<file path="src/derivative_jacobian_mac_unit_macros.svh">
// Assertion macros for the jacobian MAC unit.
// Used by the top level; expects clk and arst_n in scope.
`ifndef DERIVATIVE_JACOBIAN_MAC_UNIT_MACROS_SVH
`define DERIVATIVE_JACOBIAN_MAC_UNIT_MACROS_SVH

// same-cycle implication, quiet while in reset
`define DJM_ASSERT_NOW(lbl, ante, cons, msg) \
	lbl: assert property (@(posedge clk) disable iff (!arst_n) (ante) |-> (cons)) \
		else $error(msg);

// next-cycle implication, quiet while in reset
`define DJM_ASSERT_NEXT(lbl, ante, cons, msg) \
	lbl: assert property (@(posedge clk) disable iff (!arst_n) (ante) |=> (cons)) \
		else $error(msg);

`endif

</file>
<file path="src/djm_pkg.sv">
// Shared types, constants and helpers for the jacobian MAC unit.
// No dependencies.
package djm_pkg;

	localparam int unsigned MAX_NODES = 1024;
	localparam int unsigned CNT_W     = 11;
	localparam int unsigned ROWS      = 3;
	localparam int unsigned COLS      = 9;
	localparam int unsigned ACC_N     = ROWS * COLS;

	// configuration register indexes
	localparam logic [1:0] CFG_DIMS  = 2'd0;
	localparam logic [1:0] CFG_ORDER = 2'd1;
	localparam logic [1:0] CFG_COUNT = 2'd2;

	typedef struct packed {
		logic signed [31:0] comp_x;
		logic signed [31:0] comp_y;
		logic signed [31:0] comp_z;
		logic signed [31:0] deriv_0;
		logic signed [31:0] deriv_1;
		logic signed [31:0] deriv_2;
		logic signed [31:0] deriv_3;
		logic signed [31:0] deriv_4;
		logic signed [31:0] deriv_5;
		logic signed [31:0] deriv_6;
		logic signed [31:0] deriv_7;
		logic signed [31:0] deriv_8;
	} node_t;

	typedef struct packed {
		logic signed [63:0] entry_value;
		logic [1:0]         entry_row;
		logic [3:0]         entry_col;
		logic               entry_last;
	} entry_t;

	// request handed from front to back: node plus its classification
	typedef struct packed {
		node_t node;
		logic  dims3;
		logic  ord3;
		logic  last;
	} work_t;

	typedef enum logic [1:0] {
		BK_RUN,
		BK_DRAIN,
		BK_EMIT
	} bk_state_t;

	// highest active column for a shape
	function automatic logic [3:0] last_col(input logic dims3, input logic ord3);
		logic [3:0] res;
		case ({dims3, ord3})
			2'b00:   res = 4'd2;
			2'b01:   res = 4'd3;
			2'b10:   res = 4'd5;
			default: res = 4'd8;
		endcase
		return res;
	endfunction

	function automatic logic signed [63:0] sat_add(input logic signed [63:0] a,
			input logic signed [63:0] b);
		logic signed [63:0] s;
		s = a + b;
		if ((a[63] == b[63]) && (s[63] != a[63])) begin
			s = b[63] ? {1'b1, 63'd0} : {1'b0, {63{1'b1}}};
		end
		return s;
	endfunction

endpackage

</file>
<file path="src/djm_front.sv">
// Front end: config registers, request intake, node counting, two-entry queue.
// Depends on djm_pkg.
module djm_front (
	input  logic          clk,
	input  logic          arst_n,
	input  logic          push,
	output logic          full,
	input  djm_pkg::node_t node,
	input  logic          cfg_valid,
	output logic          cfg_ready,
	input  logic [1:0]    cfg_index,
	input  logic [10:0]   cfg_data,
	output logic          q_valid,
	output djm_pkg::work_t q_item,
	input  logic          q_pop
);
	import djm_pkg::*;

	logic [1:0]       dims_q;
	logic [1:0]       order_q;
	logic [CNT_W-1:0] count_q;
	logic [CNT_W-1:0] seen_q;
	work_t            mem_q [2];
	logic             wr_ptr_q;
	logic             rd_ptr_q;
	logic [1:0]       fill_q;

	logic             accept;
	logic             cfg_we;
	logic             dims3;
	logic             ord3;
	logic [CNT_W-1:0] eff_cnt;
	logic [CNT_W-1:0] seen_inc;
	logic             done;

	assign cfg_ready = 1'b1;
	assign cfg_we    = cfg_valid && cfg_ready;

	assign full    = (fill_q == 2'd2);
	assign accept  = push && !full;
	assign q_valid = (fill_q != 2'd0);
	assign q_item  = mem_q[rd_ptr_q];

	// odd codes fall back to 3D / second order
	assign dims3 = (dims_q != 2'd2);
	assign ord3  = (order_q == 2'd3);

	always_comb begin
		if (count_q == '0) begin
			eff_cnt = CNT_W'(1);
		end else if (count_q > CNT_W'(MAX_NODES)) begin
			eff_cnt = CNT_W'(MAX_NODES);
		end else begin
			eff_cnt = count_q;
		end
	end

	assign seen_inc = seen_q + CNT_W'(1);
	assign done     = (seen_inc >= eff_cnt);

	always_ff @(posedge clk or negedge arst_n) begin
		if (!arst_n) begin
			dims_q  <= 2'd3;
			order_q <= 2'd2;
			count_q <= CNT_W'(1);
		end else if (cfg_we) begin
			case (cfg_index)
				CFG_DIMS:  dims_q  <= cfg_data[1:0];
				CFG_ORDER: order_q <= cfg_data[1:0];
				CFG_COUNT: count_q <= cfg_data;
				default:   ;
			endcase
		end
	end

	always_ff @(posedge clk or negedge arst_n) begin
		if (!arst_n) begin
			seen_q   <= '0;
			wr_ptr_q <= 1'b0;
			rd_ptr_q <= 1'b0;
			fill_q   <= 2'd0;
		end else begin
			if (accept) begin
				seen_q   <= done ? '0 : seen_inc;
				wr_ptr_q <= !wr_ptr_q;
			end
			if (q_pop) begin
				rd_ptr_q <= !rd_ptr_q;
			end
			fill_q <= fill_q + 2'(accept) - 2'(q_pop);
		end
	end

	always_ff @(posedge clk) begin
		if (accept) begin
			mem_q[wr_ptr_q] <= '{node: node, dims3: dims3, ord3: ord3, last: done};
		end
	end

endmodule

</file>
<file path="config.mk">
export PLATFORM = sky130hd
export DESIGN_NAME = djm_front
export DESIGN_NICKNAME = d
export VERILOG_FILES = /design/src/derivative_jacobian_mac_unit_macros.svh /design/src/djm_pkg.sv /design/src/djm_front.sv
export SDC_FILE = /design/constraint.sdc
export NUM_CORES = 1
export LEC_CHECK = 0
export ABC_AREA = 1
export BUFFER_PORTS_ARGS = -buffer_cell sky130_fd_sc_hd__buf_2
export CAP_MARGIN = 10
export CORE_AREA = 2 2 305 307
export CTS_CLUSTER_DIAMETER = 60
export CTS_CLUSTER_SIZE = 28
export DETAILED_ROUTE_END_ITERATION = 8
export DIE_AREA = 0 0 307 309
export PLACE_DENSITY = 0.59
export SKIP_CTS_REPAIR_TIMING = 1
export SLEW_MARGIN = 20
export SYNTH_ARGS = -nofsm -noshare
export SYNTH_HDL_FRONTEND = slang
export SYNTH_SLANG_ARGS = --single-unit
</file>
<file path="constraint.sdc">
create_clock -name clk -period 37.7 [get_ports clk]
set_input_delay 1.885 -clock clk [delete_from_list [all_inputs] [get_ports clk]]
set_output_delay 1.885 -clock clk [all_outputs]
set_load 0.1 [all_outputs]
</file>
Word level (Yosys, flattened, before mapping) --
Memories as Yosys holds them, arrays and structs flattened. Cells that the tools add are included.
Word-level totals: output and inout bits 390, memories kept 1, input bits 402, word-level logic and storage cells 33, bits in writable memories 774, bits in registers 30
Memories:
- mem_q | depth 2, bits a word 387, rd ports 1, clocked after Yosys merged registers in 0, write ports 1, RTL line djm_front.sv:23 | work_t mem_q [2];
Cells by class: order comparisons 2, multiplexer cells 5, reduce and logical (&&, ||, !) cells 10, equal/unequal tests 5, add/sub/neg operators 3
Operators with widths (number):
- $mux 11 | 3
- $add 11x1->11 const B | 1
- $ge 11x11->1 | 1
- $gt 11x11->1 const B | 1
- $logic_not 11->1 | 1
- $eq 2x2->1 const B | 3
- $reduce_and 2->1 | 3
- $logic_not 1->1 | 3
- $add 2x1->2 | 1
- $eq 2x1->1 const B | 1
- $logic_not 2->1 | 1
- $mux 1 | 2
- $ne 2x2->1 const B | 1
- $reduce_bool 2->1 | 1
- $sub 2x1->2 | 1
- $logic_and 1x1->1 | 1

Depth between registers and ports, before layout --
Gate-level depths: netlist of the first run.
depth after elaboration 5, gate-level depth with buffers 18, mapped depth without buffers 17

Worst setup path after synthesis of the first run --
OpenSTA, ideal clock, no wires.
kind input port to flip-flop, from input port push, to memory mem_q[0][0] (netlist bit) (enable), stages on the path 3, data required time 36.556 ns, buffers on the path 1, path slack 18.405 ns, arrival time 18.152 ns, library setup time 1.144 ns, cell sequence o21ai_2 > buf_2 > nor2_1
Between the ends: word-level cells in the longest chain between the ends 3
RTL lines:
- start, declared | RTL line djm_front.sv:6 | input logic push,
- $logic_and 1x1->1 | RTL line djm_front.sv:40 | assign accept = push && !full;
- $mux 1 | RTL line djm_front.sv:95 | if (accept) begin
- $mux 1 (not written as such) | RTL line djm_front.sv:96 | mem_q[wr_ptr_q] <= '{node: node, dims3: dims3, ord3: ord3, last: done};
- end, declared | RTL line djm_front.sv:23
Every way passes these cells.

==> impl_results.md, run 1 <==
* Chip Width at 307 um
* Critical-path cell list: buf_4, buf_4, buf_4, buf_4, mux2_4, buf_2
* I/O Buffers at 790
* Final Hold Viols at 0
* RSZ-0062 raised after global routing: false
* Via count at 16012
* Final worst path period share at 19.8%
* Min-Delay Path Class: flip-flop to flip-flop
* Seq cells post-synth at 804
* Synth area leaders: edfxtp_1, mux2_4, mux2_2
* Max Clock Freq at ~0.13 GHz
* Core ar. at 0.0914 mm2
* DRT iter0 DRCs at 864
* First-pass GRT wire length at 106000 um
* Ys Warns at 0
* Cells after Synth at 1445
* Drt wl/cell at 21.3 um
* Initial antenna violation count at 28
* Syn_nets at 1861
* Antenna viol nets, final at 0
* Worst setup EP type: primary output
* Residual DRC at 0
* Req. time, crit path at between 30 and 40 ns
* Core Rows at 111
* Critical path class: flip-flop to primary output
* Clock Tree Root: clkbuf_16
* CTS buffer count at 68
* Yosys top cell by area: edfxtp_1
* Most frequent CP cell: buf_4
* Cells after DPL at 3392
* Status: finished, final reports clean
* Yosys top cell area share at 74.6%
* CP top delay family: buffers and inverters
* Clock slew at reported path FFs at 0.07 ns
* Worst-Margin Slew at 1.02 ns
* Crit path setup slack, layout at 30.23 ns
* Die Ht at 309 um
* CP arrival at 5.59 ns
* CP max-delay cell: dfrtp_4
* Routability cong. at 0.864
* Via density per instance at around 4.5
* Total negative setup slack at 0 ns
* Largest net degree at the start of global routing at 74
* Starting density of the core at between 30% and 40%
* Syn-to-layout area delta at 24.6%
* Post-layout min period at 7.47 ns
* NumNets Final at approximately 2700
* Pre-CTS setup slack at 30.78 ns
* Cell variety after synth at 34
* Max Slew Vio Count at 0
* Routed WL at 75300 um
* Sequential share of the synthesized area at between 70 and 80%
* Skew-Pair Late Insertion Delay at 0.64 ns
* Type of origin of the critical path: flip-flop
* Mean Syn Cell Area at 21.6 um2
* First-pass detailed-route iteration total at 4
* Clock sinks at 804
* Total I/O pin count at 792
* Max Cap Viol at 0
* Relative slew slack at 31.8%
* Worst path max stage delay at 0.92 ns
* Clock H-tree levels at 3
* Setup skew after layout at ~0.029 ns
* Total grt overflow at 0
* Fin cells at between 3000 and 4000
* Setup violators final at 0
* Clock Tree Buf Depth at 3
* Vias in the first global route at 16959
* Dpl hpwl at 54800 um
* Die area at 0.0949 mm2
* CP Max Fanout at 57
* Total GRT Usage at 15.1%
* CTS tree: built
* Synth Cell Area at just over 0.03 mm2
* Worst Path Buf+Inv at 5
* Fraction of layout cells with a size suffix above 1 at 57.9%
==> registers in the layout, indices dropped and copies added, names as in the netlist <==
| signal | cells |
|---|---|
| count_q | 11 |
| dims_q | 2 |
| fill_q | 2 |
| mem_q | 774 |
| order_q | 2 |
| rd_ptr_q | 1 |
| seen_q | 11 |
| wr_ptr_q | 1 |
==> final cells by class <==
type                            count  area (um2)
Fill cell                        8194       52600
Sequential cell                   804       24000
Multi-Input combinational cell    560        6570
Timing Repair Buffer              809        4100
Clock buffer                       74        1770
Tap cell                         1186        1480
Clock inverter                     50         716
Inverter                           33         125
Antenna cell                       19        47.5
==> cell usage after synthesis <==
master,n
edfxtp_1,774
mux2_4,320
nand2_1,76
mux2_2,72
buf_6,36
inv_1,27
dfrtp_1,26
nor2_1,18
nand3_1,17
ha_1,14
buf_2,8
o21ai_0,6
inv_2,5
xor2_1,5
a21oi_1,4
buf_4,4
dfstp_2,4
nand2_2,4
mux2_1,3
nand3_2,3
nand4_1,2
nor2_2,2
or2_1,2
or2_2,2
xnor2_1,2
a21o_1,1
clkinv_2,1
conb_1,1
nand2_4,1
nand3b_1,1
nor2_4,1
nor3_2,1
o21ai_2,1
xor2_2,1
==> stage by stage <==
step / hold slack (ns) / util, % / area [um2]
3_5_place_dp: 0.485 / 39.7 / 36300
4_1_cts: 0.494 / 42.4 / 38800
5_1_grt: 0.519 / 42.5 / 38800
6_report: 0.489 / 42.5 / 38800
2_1_floorplan: 0.453 / - / 31200
3_3_place_gp: 0.472 / 39.7 / 36300
==> layout by cell type (no fill, tap or decap), types with 17 or more instances in the layout <==
cell type | Yosys | final
clkbuf_16 | 0 | 70
mux2_2 | 72 | 72
buf_4 | 4 | 19
nand2_1 | 76 | 76
edfxtp_1 | 774 | 774
mux2_4 | 320 | 320
diode_2 | 0 | 19
inv_1 | 27 | 27
buf_2 | 8 | 790
nand3_1 | 17 | 17
dfrtp_1 | 26 | 25
==> worst min-delay path, stage by stage, from the launching register on <==
cell,delay [ns]
dfstp_2,0.37
nand2_1,0.05
o21ai_0,0.07
==> cell families after synthesis <==
| group | share of synthesized area (%) |
|---|---|
| compound gates | 0.213 |
| xor+xnor | 0.249 |
| fa+ha+maj | 0.562 |
| buf+inv | 1.93 |
| flops | 77.0 |
| mux | 18.1 |
| other cells | 0.0120 |
| simple gates | 1.87 |
==> metal layers <==
metal / wire [um] / share of wire [%] / vias to the layer above / global-route usage (%)
met3: 5170 / 6.9 / 161 / 4.61
met5: 82 / 0.11 / - / 0
li1: - / - / 7277 / -
met1: 26100 / 35 / 8001 / 15.3
met4: 2990 / 4.0 / 16 / 7.51
met2: 41000 / 54 / 557 / 28.1
==> worst paths after layout <==
| check | startpoint | to | slack (ns) | cells past startpoint |
|---|---|---|---|---|
| worst max-delay path | rd_ptr_q | q_item[114] | 30.23 | 6 |
| worst min-delay path | dims_q[0] | dims_q[0] | 0.49 | 2 |
| worst max register to register | fill_q[1] | mem_q[0][150] | 33.25 | 6 |
| worst min register to register | dims_q[0] | dims_q[0] | 0.49 | 2 |
| max in group asynchronous | arst_n | rd_ptr_q | 35.90 | 1 |
| min in group asynchronous | arst_n | count_q[3] | 1.29 | 1 |
Power of run 1 is left out: the tool's default activity adds up to more than one toggle a clock period on the data nets, which glitch-free logic cannot reach.
==> run 2: changes to the inputs <==
Settings changed: CORE_AREA 2 2 305 307 to 2 2 311 313, DIE_AREA 0 0 307 309 to 0 0 313 315, PLACE_DENSITY 0.59 to 0.58.
Clock period 37.7 ns to 7.35 ns, I/O delays scaled along.
==> impl_results.md, run 2 (synthesis gave the netlist of run 1 again) <==
* Relative slew slack at 13.4% (-18 points)
* Flop2flop setup slack at 4.53 ns (-28.72 ns)
* DRT iter0 DRCs at 1034 (+20%)
* I/O Buffers at 790 (unchanged)
* Worst-Margin Slew at 1.30 ns (+0.276 ns)
* Worst Setup EP: q_item[105]
* Setup violators final at 0 (unchanged)
* Post-layout min period at around 4 ns
* Max Slew Vio Count at 0 (unchanged)
* RSZ-0062 raised after global routing: false
* Status: finished, final reports clean
* Routability cong. at 0.788 (-8.8%)
* Regs by FF count: mem_q (774), count_q (11), seen_q (11)
* Total I/O pin count at 792 (unchanged)
* Final worst path period share at about 55%
* CTS tree: built
* Clock Tree Root: clkbuf_16
* Most frequent cells in the layout: buf_2, edfxtp_1, dlygate4sd3_1, mux2_4, nand2_1
* Min-Delay Path Class: primary input to flip-flop
* Worst Reg-to-Reg Cells at 4 (-2)
* Initial antenna violation count at 6 (-79%)
* Worst setup EP type: primary output
* Residual DRC at 0 (unchanged)
* Routed WL at 73900 um (-1.8%)
* Critical path class: flip-flop to primary output
* Clock H-tree levels at 3 (unchanged)
* Commonest non-fill, non-tap cell in the layout: buf_2
* Setup skew after layout at 0.0293 ns (+0.000805 ns)
* CTS buffer count at 67 (-1.5%)
* Total grt overflow at 0 (unchanged)
* Clock slew at reported path FFs at 0.07 ns (about the same)
* Max Clock Freq at 0.250 GHz
* Req. time, crit path at 6.98 ns (-28.83 ns)
* Via count at 17427 (+8.8%)
* Type of origin of the critical path: flip-flop
* Worst Setup SP: rd_ptr_q
* Drt wl/cell at 18.5 um (-13%)
* Clock sinks at 804 (unchanged)
* Reg2reg end: mem_q[0][107]
* Starting density of the core at 32.6% (-1.5 points)
* Multi-input logic area at 0.00657 mm2 (unchanged)
* Syn-to-layout area delta at 37.8%
* Skew-Pair Late Insertion Delay at 0.62 ns (-0.02 ns)
* Chip Width at 313 um (+2.0%)
* Die area at 0.0986 mm2 (+3.9%)
* Core Rows at 114 (+2.7%)
* Total negative setup slack at 0 ns (unchanged)
* Max Cap Viol at 0 (unchanged)
* Antenna viol nets, final at 0 (unchanged)
* Largest net degree at the start of global routing at 163 (+120%)
* Dpl hpwl at 50000 um (-8.8%)
* Final Hold Viols at 0 (unchanged)
* Vias in the first global route at 16623 (-2.0%)
* Clock Tree Buf Depth at 3 (unchanged)
* Fraction of layout cells with a size suffix above 1 at 49.6% (-8.3 points)
* Top reg by flops: mem_q
* Max reg flops at 774 (unchanged)
* Layout filler cell count at 8300 (+1.3%)
* CP Max Fanout at 116 (+100%)
* Via density per instance at 4.36 (-3.8%)
* CP arrival at 3.64 ns (-1.95 ns)
* First-pass detailed-route iteration total at 5 (+1)
* Seq. cell area at 0.0240 mm2 (unchanged)
* Die Ht at 315 um (+1.9%)
* First-pass GRT wire length at 102000 um (-4.5%)
* Total GRT Usage at 13.7% (-1.5 points)
* Core ar. at 0.0957 mm2 (+4.7%)
* NumNets Final at 3085 (+15%)
* Worst reg2reg path startpoint: fill_q[1]
[run 2: cell type report]
class,instances,share of cell area (%)
clock inverter,50,1.70
multi-input combinational,560,15.3
timing repair buffer,1203,18.9
antenna,2,0.0117
sequential,804,55.9
tap,1276,3.72
inverter,33,0.291
clock buffer,72,4.15
[run 2: how the worst min path moves through the flow]
stage / startpoint / endpoint / slack (ns) / cells after the start
2_1_floorplan: arst_n / count_q[10] / 0.07 / 0
3_3_place_gp: arst_n / fill_q[0] / 0.44 / 1
3_5_place_dp: arst_n / count_q[10] / 0.45 / 1
4_1_cts: arst_n / seen_q[0] / -0.27 / 1
5_1_grt: cfg_data[0] / count_q[0] / 0.009 / 3
6_report: cfg_data[0] / count_q[0] / 0.04 / 3
[run 2: through the flow]
stage	util [%]	hold WS [ns]	instance area [um2]	std cells	worst slack [ns]
floorplan	-	0.0719	31200	1445	0.448
global route	44.9	0.00862	42900	4000	3.22
CTS	40.7	-0.267	39000	3603	3.39
global placement	38.1	0.436	36500	3481	4.08
detailed placement	38.1	0.450	36500	3481	4.11
finish	44.9	0.0439	42900	4000	3.34
[run 2: worst max-delay path, cell delays in order (launching register included)]
cell and delay [ns]:
dfrtp_4 1.01, buf_12 0.51, buf_4 0.39, mux2_4 0.32
buf_2 0.29
[run 2: metal layers]
metal  GRT usage (%)  up-vias  part of all wire, %
met4            5.58        8                  2.6
met3            4.96      113                  6.7
met2            24.8      576                   54
li1                -     8049                    -
met1            14.3     8681                   37
met5               0        -                0.072
Power of run 2 is left out for the same reason.
