[src/derivative_jacobian_mac_unit_macros.svh]
// Assertion macros for the jacobian MAC unit.
// Used by the top level; expects clk and arst_n in scope.
`ifndef DERIVATIVE_JACOBIAN_MAC_UNIT_MACROS_SVH
`define DERIVATIVE_JACOBIAN_MAC_UNIT_MACROS_SVH

// same-cycle implication, quiet while in reset
`define DJM_ASSERT_NOW(lbl, ante, cons, msg) \
	lbl: assert property (@(posedge clk) disable iff (!arst_n) (ante) |-> (cons)) \
		else $error(msg);

// next-cycle implication, quiet while in reset
`define DJM_ASSERT_NEXT(lbl, ante, cons, msg) \
	lbl: assert property (@(posedge clk) disable iff (!arst_n) (ante) |=> (cons)) \
		else $error(msg);

`endif

[src/djm_pkg.sv]
// Shared types, constants and helpers for the jacobian MAC unit.
// No dependencies.
package djm_pkg;

	localparam int unsigned MAX_NODES = 1024;
	localparam int unsigned CNT_W     = 11;
	localparam int unsigned ROWS      = 3;
	localparam int unsigned COLS      = 9;
	localparam int unsigned ACC_N     = ROWS * COLS;

	// configuration register indexes
	localparam logic [1:0] CFG_DIMS  = 2'd0;
	localparam logic [1:0] CFG_ORDER = 2'd1;
	localparam logic [1:0] CFG_COUNT = 2'd2;

	typedef struct packed {
		logic signed [31:0] comp_x;
		logic signed [31:0] comp_y;
		logic signed [31:0] comp_z;
		logic signed [31:0] deriv_0;
		logic signed [31:0] deriv_1;
		logic signed [31:0] deriv_2;
		logic signed [31:0] deriv_3;
		logic signed [31:0] deriv_4;
		logic signed [31:0] deriv_5;
		logic signed [31:0] deriv_6;
		logic signed [31:0] deriv_7;
		logic signed [31:0] deriv_8;
	} node_t;

	typedef struct packed {
		logic signed [63:0] entry_value;
		logic [1:0]         entry_row;
		logic [3:0]         entry_col;
		logic               entry_last;
	} entry_t;

	// request handed from front to back: node plus its classification
	typedef struct packed {
		node_t node;
		logic  dims3;
		logic  ord3;
		logic  last;
	} work_t;

	typedef enum logic [1:0] {
		BK_RUN,
		BK_DRAIN,
		BK_EMIT
	} bk_state_t;

	// highest active column for a shape
	function automatic logic [3:0] last_col(input logic dims3, input logic ord3);
		logic [3:0] res;
		case ({dims3, ord3})
			2'b00:   res = 4'd2;
			2'b01:   res = 4'd3;
			2'b10:   res = 4'd5;
			default: res = 4'd8;
		endcase
		return res;
	endfunction

	function automatic logic signed [63:0] sat_add(input logic signed [63:0] a,
			input logic signed [63:0] b);
		logic signed [63:0] s;
		s = a + b;
		if ((a[63] == b[63]) && (s[63] != a[63])) begin
			s = b[63] ? {1'b1, 63'd0} : {1'b0, {63{1'b1}}};
		end
		return s;
	endfunction

endpackage

[src/djm_outq.sv]
// Two-entry result queue between the emit sequencer and the result port.
// Depends on djm_pkg.
module djm_outq (
	input  logic            clk,
	input  logic            arst_n,
	input  logic            wr,
	output logic            wr_full,
	input  djm_pkg::entry_t din,
	output logic            empty,
	input  logic            pop,
	output djm_pkg::entry_t dout
);
	import djm_pkg::*;

	entry_t     mem_q [2];
	logic       wr_ptr_q;
	logic       rd_ptr_q;
	logic [1:0] fill_q;
	logic       do_wr;
	logic       do_rd;

	assign wr_full = (fill_q == 2'd2);
	assign empty   = (fill_q == 2'd0);
	assign do_wr   = wr && !wr_full;
	assign do_rd   = pop && !empty;
	assign dout    = mem_q[rd_ptr_q];

	always_ff @(posedge clk or negedge arst_n) begin
		if (!arst_n) begin
			wr_ptr_q <= 1'b0;
			rd_ptr_q <= 1'b0;
			fill_q   <= 2'd0;
		end else begin
			if (do_wr) begin
				wr_ptr_q <= !wr_ptr_q;
			end
			if (do_rd) begin
				rd_ptr_q <= !rd_ptr_q;
			end
			fill_q <= fill_q + 2'(do_wr) - 2'(do_rd);
		end
	end

	always_ff @(posedge clk) begin
		if (do_wr) begin
			mem_q[wr_ptr_q] <= din;
		end
	end

endmodule

[config.mk]
export PLATFORM = sky130hd
export DESIGN_NAME = djm_outq
export DESIGN_NICKNAME = d
export VERILOG_FILES = /design/src/derivative_jacobian_mac_unit_macros.svh /design/src/djm_pkg.sv /design/src/djm_outq.sv
export SDC_FILE = /design/constraint.sdc
export NUM_CORES = 1
export LEC_CHECK = 0
export BUFFER_PORTS_ARGS = -buffer_cell sky130_fd_sc_hd__buf_2
export CORE_MARGIN = 2
export CORE_UTILIZATION = 47
export CTS_CLUSTER_DIAMETER = 200
export DETAILED_ROUTE_END_ITERATION = 6
export HOLD_SLACK_MARGIN = 0.03
export PLACE_DENSITY = 0.79
export SLEW_MARGIN = 25
export SYNTH_ARGS = -nofsm -noshare
export SYNTH_HDL_FRONTEND = slang
export SYNTH_SLANG_ARGS = --single-unit
[constraint.sdc]
create_clock -name clk -period 4.1 [get_ports clk]
set_clock_uncertainty 0.05 [all_clocks]
set_input_delay 0.82 -clock clk [delete_from_list [all_inputs] [get_ports clk]]
set_output_delay 0.82 -clock clk [all_outputs]
set_load 0.02 [all_outputs]
Yosys cells after proc, flatten, opt, wreduce, memory -nomap -nowiden
Memory sizes are Yosys's and may differ from the RTL's.
Cells that the tools add are included.
- bits in registers: 4
- memories kept: 1
- RAM bits: 142
- bits in read-only memories: 0
- output and inout bits: 73
- bits in latches: 0
- input bits: 75
- logic and storage cells: 16
- memories (memory ; words ; width ; read ports ; clocked after memory_dff ; wr ports ; line ; source):
    mem_q ; 2 ; 71 ; 1 ; 0 ; 1 ; djm_outq.sv:15 ; entry_t mem_q [2];
- $add $sub $neg: 2
- bitwise gates (word level): 0
- multipliers: 0
- shift-type cells: 0
- div/mod/pow operators: 0
- reduce and logical (&&, ||, !) cells: 7
- magnitude comparators: 0
- eq/ne operators: 1
- multiplexer cells: 2
- operator list (kind ; count):
    1-bit logical NOT ; 4
    2-bit by 1-bit adder with 2-bit output ; 1
    2-bit equality test (second input constant) ; 1
    1-bit logical AND ; 2
    2-bit logical NOT ; 1
    1-bit 2-to-1 mux ; 2
    2-bit by 1-bit subtractor with 2-bit output ; 1

Logic depth before layout (Yosys ltp)
Gate-level depths: netlist (run 1).
- depth after elaboration: 5
- mapped depth: 7
- depth with buffers taken out: 7

Worst setup path before layout (run 1)
No wires, ideal clock.
- kind: input to register
- start point: input wr
- end point: memory mem_q[0][0] (netlist bit) (enable)
- data required time: 3550 ps
- path slack: -330 ps
- cell stages on the path: 2
- arrival time: 3879 ps
- path through: nand2_1 > nor2_1
- word-level cells in the longest chain between the ends: 3
- ends and longest elaborated chain (element ; line ; source):
    start: declaration ; djm_outq.sv:6 ; input logic wr,
    1-bit logical AND ; djm_outq.sv:24 ; assign do_wr = wr && !wr_full;
    1-bit 2-to-1 mux ; djm_outq.sv:45 ; if (do_wr) begin
    1-bit 2-to-1 mux (not written as such) ; djm_outq.sv:46 ; mem_q[wr_ptr_q] <= din;
    end: declaration ; djm_outq.sv:15 ;
Every way passes these cells.

==> results of run 1 <==
where the power goes:
part	internal [mW]	total, mW	leakage, nW	switching (mW)
logic	0.827	1.79	1.23	0.965
clock network	0.950	1.50	0.278	0.548
registers	2.05	2.22	1.36	0.174
layer usage:
metal	routed length, um	part of all wire
met1	3640	0.39
met2	4830	0.52
met3	619	0.067
met4	158	0.017
met5	0	0
through the flow:
stage	cell area, um^2	total power, mW	instances	worst slack, ns	hold WS (ns)
after floorplan	5670	3.69	239	0.860	0.418
after global placement	6500	4.03	527	1.46	0.435
after detailed placement	6500	4.08	527	1.43	0.449
after CTS	7070	5.59	559	0.983	0.147
after global routing	7070	5.76	559	0.913	0.150
final	7070	5.51	559	1.02	0.165
critical path, cell delays in order, from the launching register on:
cell	delay, ns
dfrtp_4	0.82
buf_12	0.37
mux2_2	0.38
buf_2	0.16
synth_stat cells, drive strengths merged:
cell	instances
edfxtp	142
xnor2	3
nand2b	1
mux2	71
inv	2
nor2b	1
buf	8
dfrtp	4
and3	1
nand2	1
ha	2
nor2	2
xor2	1
worst paths after layout:
kind	from	slack, ns	to
setup reg to reg	fill_q[1]$_DFF_PN0_	1.94	mem_q[0][3]$_DFFE_PP_
max in group asynchronous	arst_n	3.69	rd_ptr_q$_DFFE_PN0P_
hold reg to reg	fill_q[1]$_DFF_PN0_	0.46	fill_q[1]$_DFF_PN0_
hold / removal	arst_n	0.16	rd_ptr_q$_DFFE_PN0P_
min in group clk	fill_q[1]$_DFF_PN0_	0.46	fill_q[1]$_DFF_PN0_
setup / recovery	rd_ptr_q$_DFFE_PN0P_	1.02	dout[0]
cell families (layout without fill, tap and decap cells):
family        Yosys count  in the layout  share of synthesized area
buf+inv                10            183                     0.0280
mux                    71             71                      0.187
xor+xnor                4              4                    0.00618
flops                 146            146                      0.769
simple gates            6              6                    0.00530
fa+ha+maj               2              2                    0.00441
registers in the layout, indices dropped and copies added (netlist names):
register  cells
mem_q       142
wr_ptr_q      1
fill_q        2
rd_ptr_q      1
area by class of cell:
cell class                      instances  area (um^2)
Tap cell                              147          184
Fill cell                             896         4840
Sequential cell                       146         4370
Clock inverter                         11          138
Clock buffer                           21          440
Inverter                                2         7.51
Timing Repair Buffer                  149          776
Multi-Input combinational cell         83         1160
==> flow_metrics.env, run 1 <==
export IMPL_holdBufCountCts=0
export IMPL_grt_first_pass_wirelength_um=13900
export IMPL_p_leak_nw=2.87
export IMPL_mostFrequentLayoutCells="buf_2, edfxtp_1, mux2_4"
export IMPL_drc=0
export IMPL_finalMaxSlewViolations=0
export IMPL_yosys_top_cells_area="edfxtp_1, mux2_4, buf_12"
export IMPL_ir_worst_vdd_v=0.000571
export IMPL_grt_ovfl_total=0
export IMPL_ios=148
export IMPL_cp_start_kind="flip-flop"
export IMPL_dieArea_um2=13000
export IMPL_cp_end_kind="output port"
export IMPL_syn_cell_area_um2=5670
export IMPL_area_growth_pct=24.7
export IMPL_wirelength_um=9250
export IMPL_utilization=0.594
export IMPL_cts_tree="built"
export IMPL_initial_core_util=0.476
export IMPL_port_buffers=147
export IMPL_hold_violations=0
export IMPL_finalSetupViolations=0
export IMPL_relSlewSlack=0.333
export IMPL_fmax_mhz=325
export IMPL_vias=2718
export IMPL_cap_viol_max_count=0
export IMPL_clock_latency_ns=0.40
export IMPL_coreArea_um2=11900
export IMPL_rsz0062_at_grt="no"
export IMPL_routedWlPerCell_um=16.5
export IMPL_cts_root_buf="clkbuf_16"
export IMPL_ys_types=15
export IMPL_met3_usage=0.0579
export IMPL_detailedPlacementHpwl_um=5970
export IMPL_min_period_over_period=0.751
export IMPL_totalNegativeSetupSlack_ns=0
export IMPL_max_slew_worst_pin_slew_ns=1.00
export IMPL_nNetsFinal=476
export IMPL_worst_r2r_cell_count=4
export IMPL_gp_congestion=0.693
export IMPL_cp_arrival_ns=2.21
export IMPL_grt_busiest_layer="met2"
export IMPL_layout_drive_gt1_share=0.607
export IMPL_status="finished, final reports clean"
export IMPL_power_density_nw_per_um2=779
export IMPL_ys_seq_area_frac=0.769
export IMPL_syn_area_per_cell_um2=23.7
export IMPL_diodes=0
export IMPL_postSynthCellCount=239
export IMPL_worstPathMaxFanout=40
export IMPL_worstPathRequired_ns=3.23
export IMPL_clkTransAtPathRegs_ns=0.06
export IMPL_postRouteAntennaNets=0
export IMPL_post_cts_resized=0
export IMPL_final_common_cell="buf_2"
export IMPL_vias_per_cell=4.86
export IMPL_hold_path_class="in2async"
export IMPL_htree_levels=4
export IMPL_cts_made_buffers=17
export IMPL_ys_seq_elements=146
export IMPL_grt_antenna_before_repair=1
export IMPL_first_pass_iters=4
export IMPL_grt_use_met1=0.164
export IMPL_path_class="reg2out"
export IMPL_drtIter0Drc=166
export IMPL_die_w_um=114
export IMPL_fin_crit_ns=3.08
export IMPL_grt_max_degree=72
export IMPL_synthesis_nets=316
export IMPL_cts_sinks=146
export IMPL_cts_setup_buffers=0
export IMPL_ys_warn_count=0
export IMPL_grt_use_total=0.147
export IMPL_rows=40
export IMPL_synth_top_area_frac=0.752
export IMPL_synth_largest_area_cell="edfxtp_1"
export IMPL_met2_usage=0.246
export IMPL_clockBufferDepth=2
export IMPL_grt_pass1_vias=2831
export IMPL_die_y_um=114
No activity file was read; power rests on OpenSTA's default activity.
==> run 2: changes to the inputs <==
--- a/config.mk
+++ b/config.mk
@@ -5,13 +5,14 @@
 export SDC_FILE = /design/constraint.sdc
 export NUM_CORES = 1
 export LEC_CHECK = 0
+export ABC_AREA = 1
 export BUFFER_PORTS_ARGS = -buffer_cell sky130_fd_sc_hd__buf_2
 export CORE_MARGIN = 2
-export CORE_UTILIZATION = 47
+export CORE_UTILIZATION = 52
 export CTS_CLUSTER_DIAMETER = 200
 export DETAILED_ROUTE_END_ITERATION = 6
 export HOLD_SLACK_MARGIN = 0.03
-export PLACE_DENSITY = 0.79
+export PLACE_DENSITY = 0.83
 export SLEW_MARGIN = 25
 export SYNTH_ARGS = -nofsm -noshare
 export SYNTH_HDL_FRONTEND = slang
==> constraint.sdc (replaced) <==
create_clock -name clk -period 2.9 [get_ports clk]
set_clock_uncertainty 0.05 [all_clocks]
set_input_delay 0.58 -clock clk [delete_from_list [all_inputs] [get_ports clk]]
set_output_delay 0.58 -clock clk [all_outputs]
set_load 0.02 [all_outputs]
==> run 2 against run 1 <==
  * Sequential cell count did not move
  * Largest cell class unchanged
  * Hold slack improved by 0.022 ns
  * Cell count is 27% higher
  * Critical endpoint is now dout[21]
  * Synthesized area down 4.3%
  * Global-route usage is 4.1 points higher
  * Die area fell by 13%
  * Combinational power rose by 37%
  * Synthesized cell count rose by 69%
  * Clock power increased by 43%
  * Non-clock buffer count grew 4
  * Wire length up 10%
==> flow_metrics.env, run 2 <==
export IMPL_status="finished, final reports clean"
export IMPL_hold_violations=0
export IMPL_ir_worst_vdd_v=0.000531
export IMPL_min_from="din[27]"
export IMPL_synth_top_flop_cell="edfxtp_1"
export IMPL_max_slew_worst_pin_slew_ns=0.570
export IMPL_mostFrequentLayoutCells="nand2_1, buf_2, edfxtp_1"
export IMPL_ys_seq_area_frac=0.804
export IMPL_detailedPlacementHpwl_um=6280
export IMPL_die_w_um=106
export IMPL_cts_root_buf="clkbuf_8"
export IMPL_grt_max_degree=73
export IMPL_p_leak_nw=3.02
export IMPL_grt_antenna_before_repair=0
export IMPL_grt_ovfl_total=0
export IMPL_clock_latency_ns=0.52
export IMPL_wirelength_um=10200
export IMPL_grt_first_pass_wirelength_um=15800
export IMPL_rr_endpoint="mem_q[0][4]$_DFFE_PP_"
export IMPL_rows=37
export IMPL_relSlewSlack=0.620
export IMPL_cap_viol_max_count=0
export IMPL_hold_path_class="in2reg"
export IMPL_design_area_um2=6870
export IMPL_worstPathCellList="inv_6 -> nand2_1 -> nand2_1 -> buf_2"
export IMPL_synth_common_cells="nand2_1, edfxtp_1, inv_1"
export IMPL_grt_pass1_vias=3424
export IMPL_synth_edf_count=142
export IMPL_crit_buf_inv=2
export IMPL_synthesis_nets=481
export IMPL_synth_mux_area_frac=0
export IMPL_htree_levels=4
export IMPL_ys_types=11
export IMPL_synth_fa_ha_area_frac=0.00461
export IMPL_synth_largest_area_cell="edfxtp_1"
export IMPL_cts_sinks=146
export IMPL_layout_drive_gt1_share=0.318
export IMPL_nNetsFinal=638
export IMPL_initial_core_util=0.531
export IMPL_cp_start_kind="flip-flop"
export IMPL_r2r_setup_slack_ns=1.29
export IMPL_synth_compound_gate_area_share=0
export IMPL_cts_setup_buffers=0
export IMPL_min_period_over_period=0.936
export IMPL_pwr_share_comb=0.320
export IMPL_p_int_mw=4.96
export IMPL_fin_crit_ns=2.71
export IMPL_crit_path_top_delay_cell="dfrtp_4"
export IMPL_max_stage_delay_ns=0.66
export IMPL_clockBufferDepth=2
export IMPL_cts_tree="built"
export IMPL_synth_xor_area_frac=0
export IMPL_postSynthCellCount=404
export IMPL_vias=3420
export IMPL_worstPathRequired_ns=2.27
export IMPL_ys_warn_count=0
export IMPL_coreArea_um2=10200
export IMPL_ios=148
export IMPL_critPathTopFamily="flip-flops"
export IMPL_synthArstFlopShare=0.0274
export IMPL_port_buffers=147
export IMPL_total_power_mw=7.69
export IMPL_ys_seq_elements=146
export IMPL_diodes=0
export IMPL_finalSetupViolations=0
export IMPL_crit_top_cell="nand2_1"
export IMPL_cts_made_buffers=17
export IMPL_gp_congestion=0.744
export IMPL_synth_top_area_frac=0.785
export IMPL_drtIter0Drc=207
export IMPL_area_growth_pct=26.4
export IMPL_worst_r2r_cell_count=5
export IMPL_cp_arrival_ns=2.08
export IMPL_regMostFlops="mem_q"
export IMPL_placed_cell_area_um2=6270
export IMPL_first_pass_iters=4
export IMPL_holdPathStages=1
export IMPL_die_y_um=106
export IMPL_yosysMostFrequentCell="nand2_1"
export IMPL_clkPwrFrac=0.280
export IMPL_path_class="reg2out"
export IMPL_fmax_mhz=368
export IMPL_syn_area_per_cell_um2=13.4
export IMPL_p_sw_mw=2.73
export IMPL_yosys_top_cells_area="edfxtp_1, nand2_1, dfrtp_1"
export IMPL_syn_cell_area_um2=5430
export IMPL_largest_reg_flops=142
export IMPL_routedWlPerCell_um=14.4
export IMPL_postRouteAntennaNets=0
export IMPL_dieArea_um2=11300
export IMPL_reg_top3="mem_q (142), fill_q (2)"
export IMPL_rsz0062_at_grt="no"
export IMPL_grt_use_total=0.188
export IMPL_reg2reg_from="fill_q[0]$_DFF_PN0_"
export IMPL_cp_end_kind="output port"
export IMPL_synthSimpleGateAreaFrac=0.160
export IMPL_min_to="mem_q[1][27]$_DFFE_PP_"
export IMPL_final_common_cell="nand2_1"
export IMPL_finalMaxSlewViolations=0
export IMPL_clkTransAtPathRegs_ns=0.06
export IMPL_drc=0
export IMPL_p_sw_frac=0.355
export IMPL_p_seq_frac=0.400
export IMPL_vias_per_cell=4.82
export IMPL_power_density_nw_per_um2=1120
export IMPL_totalNegativeSetupSlack_ns=0
export IMPL_synth_top_family_by_area="simple AND/OR/NAND/NOR gates"
export IMPL_worstPathMaxFanout=72
==> run 2: stage by stage <==
stage / std cells / utilization / hold slack, ns / setup slack (ns)
2_1_floorplan: 404 / - / 0.234 / 0.369
3_3_place_gp: 677 / 0.613 / 0.338 / 0.686
3_5_place_dp: 677 / 0.613 / 0.342 / 0.662
4_1_cts: 709 / 0.671 / 0.166 / 0.0745
5_1_grt: 709 / 0.671 / 0.171 / 0.0218
6_report: 709 / 0.671 / 0.187 / 0.185
==> run 2: worst max-delay path by stage <==
| stage | endpoint | from | depth (start not counted) | slack, ns |
|---|---|---|---|---|
| finish | dout[21] | rd_ptr_q$_DFFE_PN0P_ | 4 | 0.19 |
| global route | dout[55] | rd_ptr_q$_DFFE_PN0P_ | 4 | 0.02 |
| CTS | dout[21] | rd_ptr_q$_DFFE_PN0P_ | 4 | 0.07 |
| detailed placement | dout[43] | rd_ptr_q$_DFFE_PN0P_ | 4 | 0.66 |
| global placement | dout[58] | rd_ptr_q$_DFFE_PN0P_ | 4 | 0.69 |
| floorplan | mem_q[0][0]$_DFFE_PP_ | wr | 2 | 0.37 |
==> run 2: layout make-up <==
class	instances	area, um^2
Sequential cell	146	4370
Fill cell	745	3370
Multi-Input combinational cell	232	900
Timing Repair Buffer	153	796
Clock buffer	18	418
Tap cell	136	170
Clock inverter	13	168
Inverter	11	46.3
==> run 2: power by group through the flow <==
| stage | Clock [mW] | Combinational, mW | Sequential, mW |
|---|---|---|---|
| 6_report | 2.15 | 2.46 | 3.08 |
| 5_1_grt | 2.26 | 2.72 | 3.13 |
| 4_1_cts | 2.18 | 2.51 | 3.08 |
| 3_5_place_dp | 0 | 2.49 | 3.12 |
| 3_3_place_gp | 0 | 2.44 | 3.09 |
| 2_1_floorplan | 0 | 1.80 | 3.02 |
==> run 2: repair_timing <==
action,4_1_cts,5_1_grt
endpoints found under the hold margin,4,0
gates resized for setup,0,1
hold buffers,1,0
setup endpoints to repair,0,24
==> run 2: cells by family (layout without fill, tap and decap cells) <==
| logic type | after synthesis | in the layout |
|---|---|---|
| buffers and inverters | 26 | 195 |
| DFF | 146 | 146 |
| adders and majority gates | 2 | 2 |
| and+or+nand+nor | 230 | 230 |
==> run 2: layer usage <==
layer  vias up  track usage  share of wire
li1       1672            -              -
met1      1599        0.216           0.40
met2       135        0.321           0.51
met3        14       0.0625          0.069
met4         0       0.0836          0.015
met5         -            0              0
==> run 2: worst reg2reg max path, stage by stage, from the launching register on <==
cell	delay (ns)
dfrtp_1	0.35
inv_1	0.06
nand2_1	0.10
nand3_1	0.11
inv_2	0.07
buf_4	0.46
==> run 3: changes to the inputs <==
--- a/config.mk
+++ b/config.mk
@@ -8,12 +8,13 @@
 export ABC_AREA = 1
 export BUFFER_PORTS_ARGS = -buffer_cell sky130_fd_sc_hd__buf_2
 export CORE_MARGIN = 2
-export CORE_UTILIZATION = 52
+export CORE_UTILIZATION = 26
 export CTS_CLUSTER_DIAMETER = 200
 export DETAILED_ROUTE_END_ITERATION = 6
 export HOLD_SLACK_MARGIN = 0.03
-export PLACE_DENSITY = 0.83
+export PLACE_DENSITY = 0.51
 export SLEW_MARGIN = 25
 export SYNTH_ARGS = -nofsm -noshare
 export SYNTH_HDL_FRONTEND = slang
 export SYNTH_SLANG_ARGS = --single-unit
+export TNS_END_PERCENT = 5
==> constraint.sdc (replaced) <==
create_clock -name clk -period 2.2 [get_ports clk]
set_clock_uncertainty 0.05 [all_clocks]
set_input_delay 0.44 -clock clk [delete_from_list [all_inputs] [get_ports clk]]
set_output_delay 0.44 -clock clk [all_outputs]
set_load 0.02 [all_outputs]
==> run 3 against run 2 <==
  * Count of clock-buffer cells in the layout fell by 1
  * Largest cell class unchanged
  * Critical path depth stayed put
  * Global-route usage down 8.0 points
  * Setup slack worse by 0.058 ns
  * Power is 32% higher
==> flow_metrics.env, run 3 (synthesis results as in run 2) <==
export IMPL_grt_ovfl_total=0
export IMPL_cp_arrival_ns=1.58
export IMPL_cp_start_kind="flip-flop"
export IMPL_p_int_mw=6.28
export IMPL_worstPathMaxFanout=72
export IMPL_regMostFlops="mem_q"
export IMPL_pre_cts_ws_ns=0.438
export IMPL_fmax_mhz=482
export IMPL_wirelength_um=11400
export IMPL_dieArea_um2=22100
export IMPL_coreArea_um2=20400
export IMPL_hold_violations=0
export IMPL_routedWlPerCell_um=13.5
export IMPL_p_sw_mw=3.88
export IMPL_clockBufferDepth=2
export IMPL_largest_reg_flops=142
export IMPL_detailedPlacementHpwl_um=7060
export IMPL_cts_tree="built"
export IMPL_final_common_cell="nand2_1"
export IMPL_die_y_um=149
export IMPL_rows=52
export IMPL_cts_sinks=146
export IMPL_relSlewSlack=0.671
export IMPL_grt_max_degree=73
export IMPL_gp_congestion=0.732
export IMPL_area_growth_pct=30.3
export IMPL_mostFrequentLayoutCells="nand2_1, buf_2, edfxtp_1"
export IMPL_p_leak_nw=3.03
export IMPL_cap_viol_max_count=0
export IMPL_ir_worst_vdd_v=0.000745
export IMPL_worstPathRequired_ns=1.71
export IMPL_totalNegativeSetupSlack_ns=0
export IMPL_worst_slack_ns=0.127
export IMPL_max_slew_worst_pin_slew_ns=0.494
export IMPL_status="finished, final reports clean"
export IMPL_pwr_share_comb=0.341
export IMPL_min_period_over_period=0.942
export IMPL_cts_root_buf="clkbuf_16"
export IMPL_clock_latency_ns=0.41
export IMPL_cts_made_buffers=17
export IMPL_cp_end_kind="output port"
export IMPL_utilization=0.347
export IMPL_power_density_nw_per_um2=1440
export IMPL_fin_crit_ns=2.07
export IMPL_drc=0
export IMPL_ios=148
export IMPL_htree_levels=4
export IMPL_initial_core_util=0.267
export IMPL_first_pass_iters=5
export IMPL_hold_path_class="in2reg"
export IMPL_postRouteAntennaNets=0
export IMPL_clkPwrFrac=0.270
export IMPL_layout_drive_gt1_share=0.328
export IMPL_nNetsFinal=638
export IMPL_vias=3401
export IMPL_grt_first_pass_wirelength_um=18100
export IMPL_reg_top3="mem_q (142), fill_q (2)"
export IMPL_p_sw_frac=0.382
export IMPL_grt_use_total=0.108
export IMPL_drtIter0Drc=142
export IMPL_die_w_um=149
export IMPL_vias_per_cell=4.02
export IMPL_hold_slack_ns=0.155
export IMPL_path_class="reg2out"
export IMPL_finalSetupViolations=0
export IMPL_p_seq_frac=0.388
export IMPL_clkTransAtPathRegs_ns=0.07
export IMPL_finalMaxSlewViolations=0
export IMPL_grt_pass1_vias=3584
export IMPL_port_buffers=147
export IMPL_grt_antenna_before_repair=2
-- run 3: cell count changes in the layout (fill, tap and decap cells not counted), moves of 2 or more --
cell,change
clkinv_4,+3
bufinv_16,-4
buf_4,-3
clkinv_8,+2
diode_2,+2
inv_6,+5
inv_8,+3
clkinv_1,-4
buf_12,+2
-- run 3: worst paths after layout --
check,startpoint,to,slack [ns],cells past startpoint
setup / recovery,rd_ptr_q$_DFFE_PN0P_,dout[68],0.13,4
hold / removal,din[53],mem_q[1][53]$_DFFE_PP_,0.16,1
setup reg to reg,fill_q[1]$_DFF_PN0_,mem_q[0][66]$_DFFE_PP_,0.63,4
hold reg to reg,wr_ptr_q$_DFFE_PN0P_,wr_ptr_q$_DFFE_PN0P_,0.43,2
max in group asynchronous,arst_n,rd_ptr_q$_DFFE_PN0P_,1.68,2
min in group asynchronous,arst_n,rd_ptr_q$_DFFE_PN0P_,0.29,2
-- run 3: routing by layer --
layer / part of all wire / global-route usage
met1: 0.43 / 0.129
met2: 0.49 / 0.179
met3: 0.065 / 0.0408
met4: 0.016 / 0.0400
met5: 0 / 0
-- run 3: metrics by stage --
stage               total power, mW  cells  area [um^2]
finish                         10.2    846         7070
global route                   10.8    845         7070
CTS                            10.3    844         7060
detailed placement             7.55    811         6470
global placement               7.48    811         6470
floorplan                      6.35    404         5440
-- run 3: area by class of cell --
type                    count  area (um^2)
fillers                  2010        13300
flip-flops and latches    146         4370
multi-input cells         232          900
repair buffers            153          841
clock buffers              17          425
well taps                 270          338
clock inverters            15          144
inverters                  11         55.1
diodes                      2         5.00
-- run 3: worst max-delay path, cell delays in order, from the launching register on --
cell and delay, ns:
dfrtp_2 0.47, buf_16 0.31, nand2_1 0.08, nand2_1 0.09, buf_2 0.17
-- run 3: power by group through the flow --
stage	registers, mW	logic, mW	clock network, mW
floorplan	3.98	2.37	0
global placement	3.98	3.50	0
detailed placement	4.00	3.55	0
CTS	3.95	3.56	2.84
global route	4.00	3.86	2.96
finish	3.95	3.47	2.75
-- run 3: what timing repair did --
action | in CTS | in global routing
buffers inserted | 0 | 0
hold endpoints to repair | 4 | 0
resized for setup | 1 | 2
setup endpoints to repair | 13 | 12
hold buffers | 1 | 0
